<file path="src/rtl/core/mbso_pkg.sv">
package mbso_pkg;

  localparam int TABLE_LENGTH = 4096;
  localparam int OVERSAMPLING = 64;

  localparam int FREQ_W     = 23;
  localparam int IDX_W      = 12;
  localparam int TVAL_W     = 18;
  localparam int SAMPLE_W   = 19;
  localparam int SR_W       = 18;
  localparam int PWID_W     = 16;
  localparam int CFG_IDX_W  = 2;
  localparam int CFG_DATA_W = 18;
  localparam int RING_W     = 20;
  localparam int PHASE_W    = 32;
  localparam int DIVD_W     = 48;
  localparam int DIVS_W     = 32;

  typedef enum logic [0:0] {
    OP_PRODUCE     = 1'b0,
    OP_TABLE_WRITE = 1'b1
  } op_t;

  typedef enum logic [1:0] {
    REG_SAMPLE_RATE = 2'd0,
    REG_PULSE_WIDTH = 2'd1,
    REG_WAVEFORM    = 2'd2
  } reg_idx_t;

  typedef enum logic [1:0] {
    DIV_INC  = 2'd0,
    DIV_WRAP = 2'd1,
    DIV_PW   = 2'd2
  } div_sel_t;

  typedef struct packed {
    logic     take;
    logic     div_start;
    div_sel_t div_sel;
    logic     inc_commit;
    logic     step_begin;
    logic     step_neg;
    logic     tap_read;
    logic     tap_mul;
    logic     tap_write;
    logic     out_read;
    logic     out_put;
  } cmd_t;

  typedef struct packed {
    logic div_done;
    logic wrap;
    logic pw_hit;
    logic last_tap;
    logic out_free;
  } status_t;

endpackage

</file>
<file path="src/rtl/core/mbso_ctrl.sv">
module mbso_ctrl (
  input  logic              clk,
  input  logic              rst_n,
  input  logic              in_valid,
  input  logic              in_operation,
  output logic              in_ready,
  output mbso_pkg::cmd_t    cmd,
  input  mbso_pkg::status_t st
);

  typedef enum logic [3:0] {
    S_IDLE,
    S_INC_GO,
    S_INC_WAIT,
    S_WRAP_CHK,
    S_PW_CHK,
    S_OFS_WAIT,
    S_TAP_RD,
    S_TAP_MUL,
    S_TAP_WR,
    S_OUT_RD,
    S_OUT_PUT
  } state_t;

  state_t state_r, state_nxt;
  logic   neg_r, neg_nxt;

  assign in_ready = (state_r == S_IDLE);

  always_comb begin
    state_nxt = state_r;
    neg_nxt   = neg_r;
    cmd       = '0;
    cmd.div_sel  = mbso_pkg::DIV_INC;
    cmd.step_neg = neg_r;
    unique case (state_r)
      S_IDLE: begin
        cmd.take = in_valid;
        if (in_valid && (in_operation == mbso_pkg::OP_PRODUCE)) begin
          state_nxt = S_INC_GO;
        end
      end
      S_INC_GO: begin
        cmd.div_start = 1'b1;
        state_nxt     = S_INC_WAIT;
      end
      S_INC_WAIT: begin
        if (st.div_done) begin
          cmd.inc_commit = 1'b1;
          state_nxt      = S_WRAP_CHK;
        end
      end
      S_WRAP_CHK: begin
        if (st.wrap) begin
          cmd.div_start = 1'b1;
          cmd.div_sel   = mbso_pkg::DIV_WRAP;
          neg_nxt       = 1'b0;
          state_nxt     = S_OFS_WAIT;
        end else begin
          state_nxt = S_PW_CHK;
        end
      end
      S_PW_CHK: begin
        if (st.pw_hit) begin
          cmd.div_start = 1'b1;
          cmd.div_sel   = mbso_pkg::DIV_PW;
          neg_nxt       = 1'b1;
          state_nxt     = S_OFS_WAIT;
        end else begin
          state_nxt = S_OUT_RD;
        end
      end
      S_OFS_WAIT: begin
        if (st.div_done) begin
          cmd.step_begin = 1'b1;
          state_nxt      = S_TAP_RD;
        end
      end
      S_TAP_RD: begin
        cmd.tap_read = 1'b1;
        state_nxt    = S_TAP_MUL;
      end
      S_TAP_MUL: begin
        cmd.tap_mul = 1'b1;
        state_nxt   = S_TAP_WR;
      end
      S_TAP_WR: begin
        cmd.tap_write = 1'b1;
        if (!st.last_tap) begin
          state_nxt = S_TAP_RD;
        end else if (neg_r) begin
          state_nxt = S_OUT_RD;
        end else begin
          state_nxt = S_PW_CHK;
        end
      end
      S_OUT_RD: begin
        cmd.out_read = 1'b1;
        state_nxt    = S_OUT_PUT;
      end
      S_OUT_PUT: begin
        if (st.out_free) begin
          cmd.out_put = 1'b1;
          state_nxt   = S_IDLE;
        end
      end
      default: state_nxt = S_IDLE;
    endcase
  end

  always_ff @(posedge clk) begin
    if (!rst_n) begin
      state_r <= S_IDLE;
      neg_r   <= 1'b0;
    end else begin
      state_r <= state_nxt;
      neg_r   <= neg_nxt;
    end
  end

endmodule

</file>
<file path="config.mk">
export PLATFORM = sky130hd
export DESIGN_NAME = mbso_ctrl
export DESIGN_NICKNAME = d
export VERILOG_FILES = /design/src/rtl/core/mbso_pkg.sv /design/src/rtl/core/mbso_ctrl.sv
export SDC_FILE = /design/constraint.sdc
export NUM_CORES = 1
export LEC_CHECK = 0
export ABC_AREA = 1
export BUFFER_PORTS_ARGS = -buffer_cell sky130_fd_sc_hd__buf_2
export CAP_MARGIN = 20
export CORE_AREA = 4 4 41 43
export CTS_BUF_LIST = sky130_fd_sc_hd__clkbuf_16
export DETAILED_ROUTE_END_ITERATION = 16
export DIE_AREA = 0 0 45 47
export PLACE_DENSITY = 0.6
export SLEW_MARGIN = 10
export SYNTH_ARGS = -nofsm -noshare
export SYNTH_HDL_FRONTEND = slang
export SYNTH_SLANG_ARGS = --single-unit
</file>
<file path="constraint.sdc">
create_clock -name clk -period 1.3 [get_ports clk]
set_input_delay 0.13 -clock clk [delete_from_list [all_inputs] [get_ports clk]]
set_output_delay 0.13 -clock clk [all_outputs]
set_load 0.01 [all_outputs]
</file>
======== Yosys cells after proc, flatten, opt, wreduce, memory -nomap -nowiden ========
Cells that the tools add are included.
storage, ports and cells
  flip-flop bits (word level) ............. 5
  bits of input ports ..................... 9
  output and inout port bits .............. 13
  logic and storage cells ................. 50
cells by class
  equal/unequal tests ..................... 16
  multiplexer cells ....................... 26
  bitwise gates (word level) .............. 1
  reduce and logical (&&, ||, !) cells .... 5
operator list
  cell                                                 number
  one-hot mux 4 bit (11 select lines)                  1
  two-way mux 4 bit                                    7
  equality test 4 x 3 -> 1 bit, second input constant  4
  two-way mux 1 bit                                    13
  equality test 4 bit, second input constant           3
  != test 2 bit, second input constant                 5
  equality test 4 x 2 -> 1 bit, second input constant  2
  two-way mux 3 bit                                    2
  equality test 4 x 1 -> 1 bit, second input constant  1
  logical NOT 4 bit                                    1
  one-hot mux 2 bit (2 select lines)                   1
  AND reduction 4 bit                                  1
  one-hot mux 1 bit (3 select lines)                   1
  AND reduction 3 bit                                  1
  != test 2 x 1 -> 1 bit, second input constant        1
  one-hot mux 1 bit (2 select lines)                   1
  nonzero test 2 bit                                   1
  logical AND 1 bit                                    1
  inverter 1 bit                                       1

======== Longest topological paths before layout ========
Gate-level depths: netlist of run 1.
  depth after elaboration ................. 4
  depth in mapped cells ................... 8
  depth with buffers taken out ............ 8

======== Worst setup path after synthesis of run 1 ========
OpenSTA, ideal clock, no wires.
  kind .................................... register to register
  start ................................... reg state_r[2]
  end ..................................... reg state_r[0]
  setup time .............................. 70 ps
  arrival time ............................ 1004 ps
  required time ........................... 1230 ps
  path slack .............................. 227 ps
  cell stages (with the launch flop) ...... 8
  path buffers ............................ 0
  clock period less this slack ............ 1073 ps
  cell sequence ........................... dfxtp_1 -> inv_1 -> nand2_2 -> nor2_2 -> nand3_1 -> nand3_1 -> nand2_1 -> a21oi_1
on the way
  cells in the longest elaborated chain, start to end .. 3
  elaborated cells on any way between the ends .. 17
  those cells by class .................... 14 x eq/ne; 1 x mux; 2 x reduce/logical
ends and longest elaborated chain
  what                                                                      line              RTL
  start: declaration                                                        mbso_ctrl.sv:25   state_t state_r, state_nxt;
  start signal: assignment                                                  mbso_ctrl.sv:116  state_r <= state_nxt;
  equality test 4 x 2 -> 1 bit (tied with other cells)                      mbso_ctrl.sv:36   unique case (state_r)
  != test 2 bit (no line) / != test 2 x 1 -> 1 bit (equally long branches)  -
  AND reduction 4 bit (no line)                                             -
Several ways; a longest one is shown, not always the timed one.
A chain may end at the register's enable or synchronous reset.

==> results of run 1 <==
==> worst max-delay path, cell delays in order, from the launching register on <==
cell and delay (ns):
dfxtp_4 0.37, nand2_1 0.10, inv_1 0.09, nand3_2 0.11, o211ai_1 0.11, buf_2 0.15
==> flip-flops by register name, summed over array words and instances (netlist names) <==
signal and count:
state_r 4, neg_r 1
==> metal layers <==
metal,GRT usage,vias to the layer above,part of all wire
li1,-,306,-
met1,0.196,257,0.42
met2,0.215,30,0.46
met3,0.0268,6,0.069
met4,0.135,0,0.043
met5,0,-,0
==> timing repair <==
item / in CTS / in global routing
setup endpoints to repair: 3 / 7
hold buffers: 0 / 0
pin swaps: 2 / 3
resized for setup: 15 / 5
buffers inserted: 1 / 2
==> cell usage after synthesis, drive strengths merged <==
cell type,number
dfxtp,5
o21ai,2
a21oi,3
nor3,3
buf,1
and3,1
nand4,1
inv,16
nor2,19
nand3,7
o211ai,1
a31oi,1
nand2,21
==> power by group through the flow <==
stage               Clock (mW)  Combinational [mW]  Sequential, mW
floorplan                    0               0.157           0.185
global placement             0               0.224           0.189
detailed placement           0               0.223           0.188
CTS                      0.504               0.242           0.192
global route             0.521               0.285           0.200
finish                   0.498               0.256           0.195
==> cells by family after synthesis <==
group	after synthesis	synth area share
compound gates	7	0.0883
buf+inv	17	0.154
flops	5	0.228
simple gates	52	0.530
==> worst max-delay path by stage <==
| stage | from | to | slack [ns] |
|---|---|---|---|
| 2_1_floorplan | state_r[2]$_SDFFE_PN0P_ | state_r[0]$_SDFFE_PN0P_ | 0.23 |
| 3_5_place_dp | state_r[3]$_SDFFE_PN0P_ | cmd[10] | 0.08 |
| 4_1_cts | state_r[1]$_SDFFE_PN0P_ | cmd[10] | 0.005 |
| 6_report | state_r[0]$_SDFFE_PN0P_ | cmd[10] | 0.002 |
| 3_3_place_gp | state_r[3]$_SDFFE_PN0P_ | cmd[10] | 0.07 |
| 5_1_grt | state_r[2]$_SDFFE_PN0P_ | cmd[10] | -0.06 |
==> layout by cell type (no fill, tap or decap), drive strengths merged <==
cell	synthesis	routed
nand2	21	21
inv	16	17
nor2	19	19
o21ai	2	2
a21oi	3	3
and3	1	1
buf	1	24
nand3	7	7
a31oi	1	1
dfxtp	5	5
o211ai	1	1
nand4	1	1
clkbuf	0	3
nor3	3	3
==> layout make-up <==
cell class                 instances  area share
clock buffer                       3       0.106
clock inverter                     1     0.00529
inverter                          16      0.0952
multi-input combinational         59       0.429
sequential                         5       0.159
tap                               15      0.0265
timing repair buffer              24       0.180
==> stage by stage <==
stage	area (sq um)	std cells	power, mW	setup WS (ns)
after floorplan	439	81	0.342	0.227
after global placement	556	116	0.413	0.0657
after detailed placement	556	116	0.411	0.0842
after CTS	679	121	0.938	0.00476
after global routing	709	123	1.01	-0.0553
final	709	123	0.949	0.00218
==> metrics.md, run 1 <==
| Metric | Value |
|---|---|
| Outcome | completed |
| Max IR drop VDD | 0.913 mV |
| CP Class | reg2out |
| Worst R2R End | state_r[0]$_SDFFE_PN0P_ |
| HP Class | in2reg |
| Slew Limit Headroom | 0.876 |
| Synth Cell Area | 439 sq um |
| I/O Buffers | 21 |
| Num Clock Sinks | 5 |
| Ports | 22 |
| Die Height | 47 um |
| Synth Register Bits | 5 |
| Leakage power | 0.399 nW |
| Top-area cell type share of the netlist area | 0.228 |
| Multi-input gate area | 304 sq um |
| Area leader, netlist | dfxtp_1 |
| Yosys warning total | 0 |
| Period utilisation layout | 0.998 |
| DP HPWL | 996 um |
| Syn nets | 90 |
| Reg clk slew, reported paths | 0.03 ns |
| P_sw | 0.282 mW |
| Clock network power share | 0.525 |
| Die W | 45 um |
| Worst Setup Start Kind | flop |
| Final #Nets | 118 |
| Final core occ | 0.545 |
| Fin. max-slew vios | 0 |
| Min Hold Slack | 0.107 ns |
| Fmax | 0.771 GHz |
| Max Cap Viol | 0 |
| Largest net degree at the start of global routing | 7 |
| Area Overhead vs Synth | 61.5% |
| Initial antenna violation count | 0 |
| PwrDens | 1340 nW/um^2 |
| RePlAce Congestion | 0.846 |
| Reg2Reg Depth | 7 |
| Worst-path maximum fanout | 5 |
| WL final | 1430 um |
| Vias | 599 |
| Crit Reg-Reg Startpoint | state_r[2]$_SDFFE_PN0P_ |
| Clock latency on the worst-skew pair | 0.23 ns |
| Worst Setup End Kind | output port |
| Total GRT Usage | 0.152 |
| # diodes | 0 |
| # fillers | 146 |
| Cell Int Power | 0.668 mW |
| Post-Synthesis Cells | 81 |
| Crit path DAT | 1.17 ns |
| Pre-Repair DR Iteration Count | 4 |
| Final Hold Vio Count | 0 |
| Setup Skew | 0.000794 ns |
| Min Tclk post-route | 1.30 ns |
| Average cell area after synthesis | 5.42 sq um |
| ANT nets after route | 0 |
| CTS tree | yes |
| DRC Markers | 0 |
| Clk Tree Root Cell | clkbuf_16 |
| Main area contributors after synthesis | dfxtp_1 23%, nand2_1 15%, nor2_1 14% |
| Seq/Total Area, Yosys | 0.228 |
| Cell variety after synth | 18 |
| Remaining global-route overflow | 0 |
| Vias per cell | 4.87 |
| Hold Crit Start | rst_n |
| Global-route wire length before repair | 2230 um |
| Seq. cell area | 113 sq um |
| Layout cells sized above 1 | 0.444 |
| Initial core utilization | 0.337 |
| CTS max path bufs | 2 |
| Final setup viols | 0 |
| Sw frac | 0.297 |
| Site row count | 13 |
| R2R Setup Slk | 0.10 ns |
| Hold path depth | 3 |
| Post-route setup TNS | 0 ns |
| Flop pwr share | 0.206 |
| Worst-margin pin slew | 0.186 ns |
| Vias in the first global route | 534 |
| Worst Hold Endpoint | state_r[3]$_SDFFE_PN0P_ |
| Total CTS buffers | 3 |
| RSZ-0062 raised after global routing | yes |
| Drt wl/cell | 11.7 um |
| DIE AREA | 2120 sq um |
| Number of H-tree levels | 1 |
| Comb power frac | 0.269 |
| Core area | 1300 sq um |
| CP required | 1.17 ns |
| Drt initial violations | 22 |
(Power assumes the default switching activity.)
==> inputs of run 2 (changes only) <==
--- a/config.mk
+++ b/config.mk
@@ -9,7 +9,7 @@
 export BUFFER_PORTS_ARGS = -buffer_cell sky130_fd_sc_hd__buf_2
 export CAP_MARGIN = 20
 export CORE_AREA = 4 4 41 43
-export CTS_BUF_LIST = sky130_fd_sc_hd__clkbuf_16
+export CTS_BUF_LIST = sky130_fd_sc_hd__clkbuf_8
 export DETAILED_ROUTE_END_ITERATION = 16
 export DIE_AREA = 0 0 45 47
 export PLACE_DENSITY = 0.6
==> run 2 against run 1 <==
The run now ends with negative setup slack left. Register-to-register slack lost 0.05 ns. Largest power group unchanged. Count of clock-buffer cells in the layout did not move. Highest routed layer unchanged. First-iteration DRC count increased by 4.5%. Clock power decreased by 42%. Clock skew grew 0.0020 ns. Sequential power hardly changed. Utilization is 2.3 points lower. Worst setup slack worse by 0.0041 ns. Wire length is 0.91% higher. Critical path type unchanged. Die area stayed put. Non-clock buffer count shrank 1.
==> metrics.md, run 2 (same netlist as run 1, synthesis figures left out) <==
| Metric | Value |
|---|---|
| Outcome | finished with violations |
| Failing checks | negative setup slack |
| ANT nets after route | 0 (unchanged) |
| Fin. max-slew vios | 0 (unchanged) |
| HP Class | in2reg |
| Max IR drop VDD | 0.587 mV (-36%) |
| CTS tree | yes |
| Most flops, register | state_r |
| Die Height | 47 um (unchanged) |
| WL final | 1450 um (+0.91%) |
| Worst Setup Start Kind | flop |
| Placed cells | 116 (unchanged) |
| Ports | 22 (unchanged) |
| CTS max path bufs | 2 (unchanged) |
| Drt wl/cell | 11.9 um (+1.7%) |
| Fin worst setup slack | -0.00188 ns (-0.00405 ns) |
| Core area | 1300 sq um (unchanged) |
| Die W | 45 um (unchanged) |
| CP Class | reg2out |
| Slew Limit Headroom | 0.862 (-0.0134) |
| Worst-path maximum fanout | 5 (unchanged) |
| Vias in the first global route | 516 (-3.4%) |
| Num Clock Sinks | 5 (unchanged) |
| Clock latency on the worst-skew pair | 0.23 ns (about the same) |
| Pre-Repair DR Iteration Count | 5 (+1) |
| Total GRT Usage | 0.143 (-0.00870) |
| Setup Skew | 0.00279 ns (+0.00199 ns) |
| Multi-input gate area | 320 sq um (+5.3%) |
| Vias per cell | 5.03 (+3.3%) |
| CP top delay family | flip-flops |
| Period utilisation layout | 1.00 (+0.00312) |
| Layout cells sized above 1 | 0.467 (+0.0228) |
| Layout Cells excl Fill | 122 (-0.81%) |
| Final #Nets | 117 (-0.85%) |
| Seq. cell area | 110 sq um (-2.2%) |
| DRC Markers | 0 (unchanged) |
| Commonest non-fill, non-tap cell in the layout | buf_2 |
| Leakage power | 0.380 nW (-4.9%) |
| Worst Setup End Kind | output port |
| Reg clk slew, reported paths | 0.03 ns (about the same) |
| Max FFs per register | 4 (unchanged) |
| Clk Tree Root Cell | clkbuf_8 |
| Largest net degree at the start of global routing | 7 (unchanged) |
| Vias | 614 (+2.5%) |
| Site row count | 13 (unchanged) |
| CP required | 1.17 ns (about the same) |
| Remaining global-route overflow | 0 (unchanged) |
| DIE AREA | 2120 sq um (unchanged) |
| # diodes | 0 (unchanged) |
| PwrDens | 1090 nW/um^2 (-19%) |
| Crit path DAT | 1.17 ns (about the same) |
| I/O Buffers | 21 (unchanged) |
| Initial core utilization | 0.337 (unchanged) |
| Area Overhead vs Synth | 54.7% |
| Global-route wire length before repair | 2170 um (-2.8%) |
| Slowest stage cell, crit path | dfxtp_2 |
| Initial antenna violation count | 0 (unchanged) |
| Final setup viols | 1 (+1) |
| Critical path cell sequence | inv_2 -> nand2_4 -> nor2_4 -> nand2_2 -> o211ai_1 -> buf_2 |
| Fmax | 0.768 GHz (-0.31%) |
| Top Registers | state_r (4), neg_r (1) |
| Crit path largest cell delay | 0.34 ns (-0.03 ns) |
| Drt initial violations | 23 (+4.5%) |
| Bufs and invs on worst path | 2 (unchanged) |
| Dpl cell area | 556 sq um (unchanged) |
| Min Tclk post-route | 1.30 ns (+0.00405 ns) |
| Total CTS buffers | 3 (unchanged) |
| Max Cap Viol | 0 (unchanged) |
| RSZ-0062 raised after global routing | yes |
| # fillers | 146 (unchanged) |
| Worst-margin pin slew | 0.205 ns (+0.0183 ns) |
| Number of H-tree levels | 1 (unchanged) |
| Final Hold Vio Count | 0 (unchanged) |
| RePlAce Congestion | 0.846 (unchanged) |
| DP HPWL | 996 um (unchanged) |
| Commonest non-fill, non-tap cells in the layout | 21 x buf_2, 14 x nor2_1, 14 x nand2_1 |
| Final Cell Area | 679 sq um (-4.2%) |
==> run 2: per-layer routing <==
metal	vias up	GRT usage	part of all wire
met5	-	0	0
met4	0	0.0877	0.017
met3	5	0.0268	0.091
met2	37	0.209	0.48
met1	271	0.194	0.41
li1	301	-	-
==> run 2: final timing paths <==
| path | startpoint | end | slack [ns] | cells after the start |
|---|---|---|---|---|
| max | state_r[0]$_SDFFE_PN0P_ | cmd[10] | -0.002 | 6 |
| min | rst_n | state_r[3]$_SDFFE_PN0P_ | 0.11 | 3 |
| max reg2reg | state_r[2]$_SDFFE_PN0P_ | state_r[0]$_SDFFE_PN0P_ | 0.05 | 7 |
| min reg2reg | neg_r$_SDFFE_PN0P_ | neg_r$_SDFFE_PN0P_ | 0.50 | 2 |
==> run 2: worst register-to-register path, stage by stage (launching register included) <==
cell and delay, ns:
dfxtp_4 0.36, inv_1 0.13, nand2_2 0.11, nor2_2 0.18, nand3_1 0.12, nand3_1 0.11, nand2_1 0.06, a21oi_1 0.11
==> run 2: stage by stage <==
stage	TNS (ns)	setup slack, ns	total power, mW	hold slack, ns	util
after detailed placement	0	0.0842	0.411	0.336	0.427
after CTS	0	0.00477	0.728	0.105	0.496
after global placement	0	0.0657	0.413	0.327	0.427
after floorplan	0	0.227	0.342	0.228	-
final	-0.00188	-0.00188	0.741	0.107	0.522
after global routing	-0.170	-0.0542	0.791	0.118	0.522
==> run 2: repair_timing <==
item / in CTS / in global routing
buffers inserted: 1 / 1
pin swaps: 2 / 1
endpoints found under the setup margin: 3 / 6
hold buffers: 0 / 0
resized for setup: 15 / 7
==> run 2: cell type report <==
| cell class | instances | area share |
|---|---|---|
| multi-input combinational | 59 | 0.471 |
| timing repair buffer | 23 | 0.177 |
| sequential | 5 | 0.162 |
| inverter | 16 | 0.0958 |
| clock buffer | 3 | 0.0608 |
| tap | 15 | 0.0276 |
| clock inverter | 1 | 0.00552 |
==> run 2: where the power goes <==
part | leakage (nW) | switching, mW | internal (mW) | total (mW)
combinational | 0.310 | 0.161 | 0.0979 | 0.259
sequential | 0.0430 | 0.0232 | 0.170 | 0.193
clock | 0.0269 | 0.0856 | 0.203 | 0.289
==> inputs of run 3 (changes only) <==
--- a/config.mk
+++ b/config.mk
@@ -9,7 +9,6 @@
 export BUFFER_PORTS_ARGS = -buffer_cell sky130_fd_sc_hd__buf_2
 export CAP_MARGIN = 20
 export CORE_AREA = 4 4 41 43
-export CTS_BUF_LIST = sky130_fd_sc_hd__clkbuf_8
 export DETAILED_ROUTE_END_ITERATION = 16
 export DIE_AREA = 0 0 45 47
 export PLACE_DENSITY = 0.6
==> run 3 against run 2 <==
The run now ends clean. Final cell count unchanged. Critical path type unchanged. Combinational power about the same. Largest cell class unchanged. Wire length down 3.3%. Power down 14%. Clock power down 36%. Cell area down 2.2%. Clock skew up 0.0016 ns. Flip-flop and latch count unchanged. Maximum frequency up 0.30%. Critical path depth down 1.
==> metrics.md, run 3 (same netlist as run 1, synthesis figures left out) <==
| Metric | Value |
|---|---|
| Max FFs per register | 4 (unchanged) |
| Crit path DAT | 1.17 ns (about the same) |
| ANT nets after route | 0 (unchanged) |
| Worst-path maximum fanout | 5 (unchanged) |
| # diodes | 0 (unchanged) |
| Setup Skew | 0.00437 ns (+0.00158 ns) |
| DIE AREA | 2120 sq um (unchanged) |
| Final setup viols | 0 (-1) |
| Dpl cell area | 556 sq um (unchanged) |
| Fin. max-slew vios | 0 (unchanged) |
| Drt wl/cell | 11.5 um (-3.3%) |
| Global-route wire length before repair | 2150 um (-0.97%) |
| Leakage power | 0.371 nW (-2.3%) |
| Min Tclk post-route | 1.30 ns (-0.00395 ns) |
| Commonest non-fill, non-tap cell in the layout | buf_2 |
| Site row count | 13 (unchanged) |
| Critical path cell sequence | nand2_1 -> inv_1 -> nand3_2 -> o211ai_1 -> buf_2 |
| DRC Markers | 0 (unchanged) |
| Final Cell Area | 664 sq um (-2.2%) |
| Number of H-tree levels | 1 (unchanged) |
| Critical path origin | state_r[1]$_SDFFE_PN0P_ |
| Largest net degree at the start of global routing | 7 (unchanged) |
| Hold Crit Start | rst_n |
| Hold path depth | 3 (unchanged) |
| Slowest stage cell, crit path | dfxtp_4 |
| CP top delay family | flip-flops |
| Num Clock Sinks | 5 (unchanged) |
| Crit Reg-Reg Startpoint | state_r[2]$_SDFFE_PN0P_ |
| R2R Setup Slk | 0.11 ns (+0.06 ns) |
| Initial antenna violation count | 0 (unchanged) |
| Vias in the first global route | 521 (+0.97%) |
| Drt initial violations | 23 (unchanged) |
| Die W | 45 um (unchanged) |
| Area Overhead vs Synth | 51.3% |
| Max IR drop VDD | 0.532 mV (-9.4%) |
| Layout Cells excl Fill | 122 (unchanged) |
| Fmax | 0.770 GHz (+0.30%) |
| I/O Buffers | 21 (unchanged) |
| Worst Setup End Kind | output port |
| Outcome | completed |
| CTS max path bufs | 2 (unchanged) |
| WL final | 1400 um (-3.3%) |
| Initial core utilization | 0.337 (unchanged) |
| Worst Setup Start Kind | flop |
| Clock latency on the worst-skew pair | 0.25 ns (+0.02 ns) |
| Final Hold Vio Count | 0 (unchanged) |
| Layout cells sized above 1 | 0.467 (unchanged) |
| Core area | 1300 sq um (unchanged) |
| Vias per cell | 4.96 (-1.5%) |
| Top Registers | state_r (4), neg_r (1) |
| CP required | 1.17 ns (about the same) |
| CTS tree | yes |
| Period utilisation layout | 0.998 (-0.00304) |
| Clk Tree Root Cell | clkbuf_4 |
| PwrDens | 959 nW/um^2 (-12%) |
| Slew Limit Headroom | 0.885 (+0.0230) |
| Bufs and invs on worst path | 2 (unchanged) |
| RSZ-0062 raised after global routing | yes |
| PnR Total Power | 0.637 mW (-14%) |
| Worst R2R End | state_r[0]$_SDFFE_PN0P_ |
| Remaining global-route overflow | 0 (unchanged) |
| Total GRT Usage | 0.145 (+0.00158) |
| Final #Nets | 117 (unchanged) |
| Reg clk slew, reported paths | 0.04 ns (about the same) |
| Seq. cell area | 115 sq um (+4.5%) |
| Multi-input gate area | 317 sq um (-1.2%) |
| Total CTS buffers | 3 (unchanged) |
| Placed cells | 116 (unchanged) |
| Worst-margin pin slew | 0.171 ns (-0.0337 ns) |
| Min Hold Slack | 0.0868 ns (-0.0206 ns) |
| Vias | 605 (-1.5%) |
| Ports | 22 (unchanged) |
| Commonest non-fill, non-tap cells in the layout | 21 x buf_2, 14 x nor2_1, 14 x nand2_1 |
| Max Cap Viol | 0 (unchanged) |
| Crit path largest cell delay | 0.37 ns (+0.03 ns) |
| Critical Path Stages | 5 (-1) |
| CP Class | reg2out |
| RePlAce Congestion | 0.846 (unchanged) |
| Reg2Reg Depth | 7 (unchanged) |
| Pre-Repair DR Iteration Count | 4 (-1) |
| CP endpoint | cmd[10] |
| Post-route setup TNS | 0 ns (+0.00188 ns) |
| DP HPWL | 996 um (unchanged) |
| Die Height | 47 um (unchanged) |
| Most flops, register | state_r |
| HP Class | in2reg |
| # fillers | 147 (+0.68%) |
==> run 3: changes by cell type in the layout (fill, tap and decap cells not counted), sizes merged <==
cell,previous run,this run
inv,17,16
clkbuf,3,4
==> run 3: worst min path at each step <==
stage	endpoint
2_1_floorplan	state_r[3]$_SDFFE_PN0P_
3_3_place_gp	state_r[3]$_SDFFE_PN0P_
3_5_place_dp	state_r[3]$_SDFFE_PN0P_
4_1_cts	state_r[3]$_SDFFE_PN0P_
5_1_grt	state_r[3]$_SDFFE_PN0P_
6_report	state_r[3]$_SDFFE_PN0P_
==> run 3: through the flow <==
stage | util | setup slack, ns
after global placement | 0.427 | 0.0657
after CTS | 0.489 | 0.00303
final | 0.511 | 0.00207
after detailed placement | 0.427 | 0.0842
after global routing | 0.511 | -0.0579
after floorplan | - | 0.227
==> run 3: tightest hold or removal path, stage by stage <==
cell and delay [ns]:
buf_2 0.09, nand2_1 0.05, inv_1 0.04
==> run 3: timing repair <==
item | CTS | global route
resized for setup | 17 | 8
pin swaps | 2 | 2
endpoints found under the setup margin | 3 | 10
hold buffers | 0 | 0
buffers inserted | 1 | 1
==> run 3: area by class of cell <==
type / instances / area share
Sequential cell: 5 / 0.173
Inverter: 16 / 0.102
Multi-Input combinational cell: 59 / 0.476
Clock buffer: 4 / 0.0395
Tap cell: 15 / 0.0282
Timing Repair Buffer: 23 / 0.181
==> run 3: power breakdown <==
group / leakage (nW) / internal [mW] / total (mW) / switching [mW]
clock: 0.0150 / 0.116 / 0.186 / 0.0696
combinational: 0.312 / 0.0991 / 0.257 / 0.158
sequential: 0.0436 / 0.169 / 0.194 / 0.0252
==> run 3: metal layers <==
layer,global-route usage,wire (um)
met5,0,0
met4,0.117,34
met3,0.0268,117
met2,0.203,650
met1,0.191,597
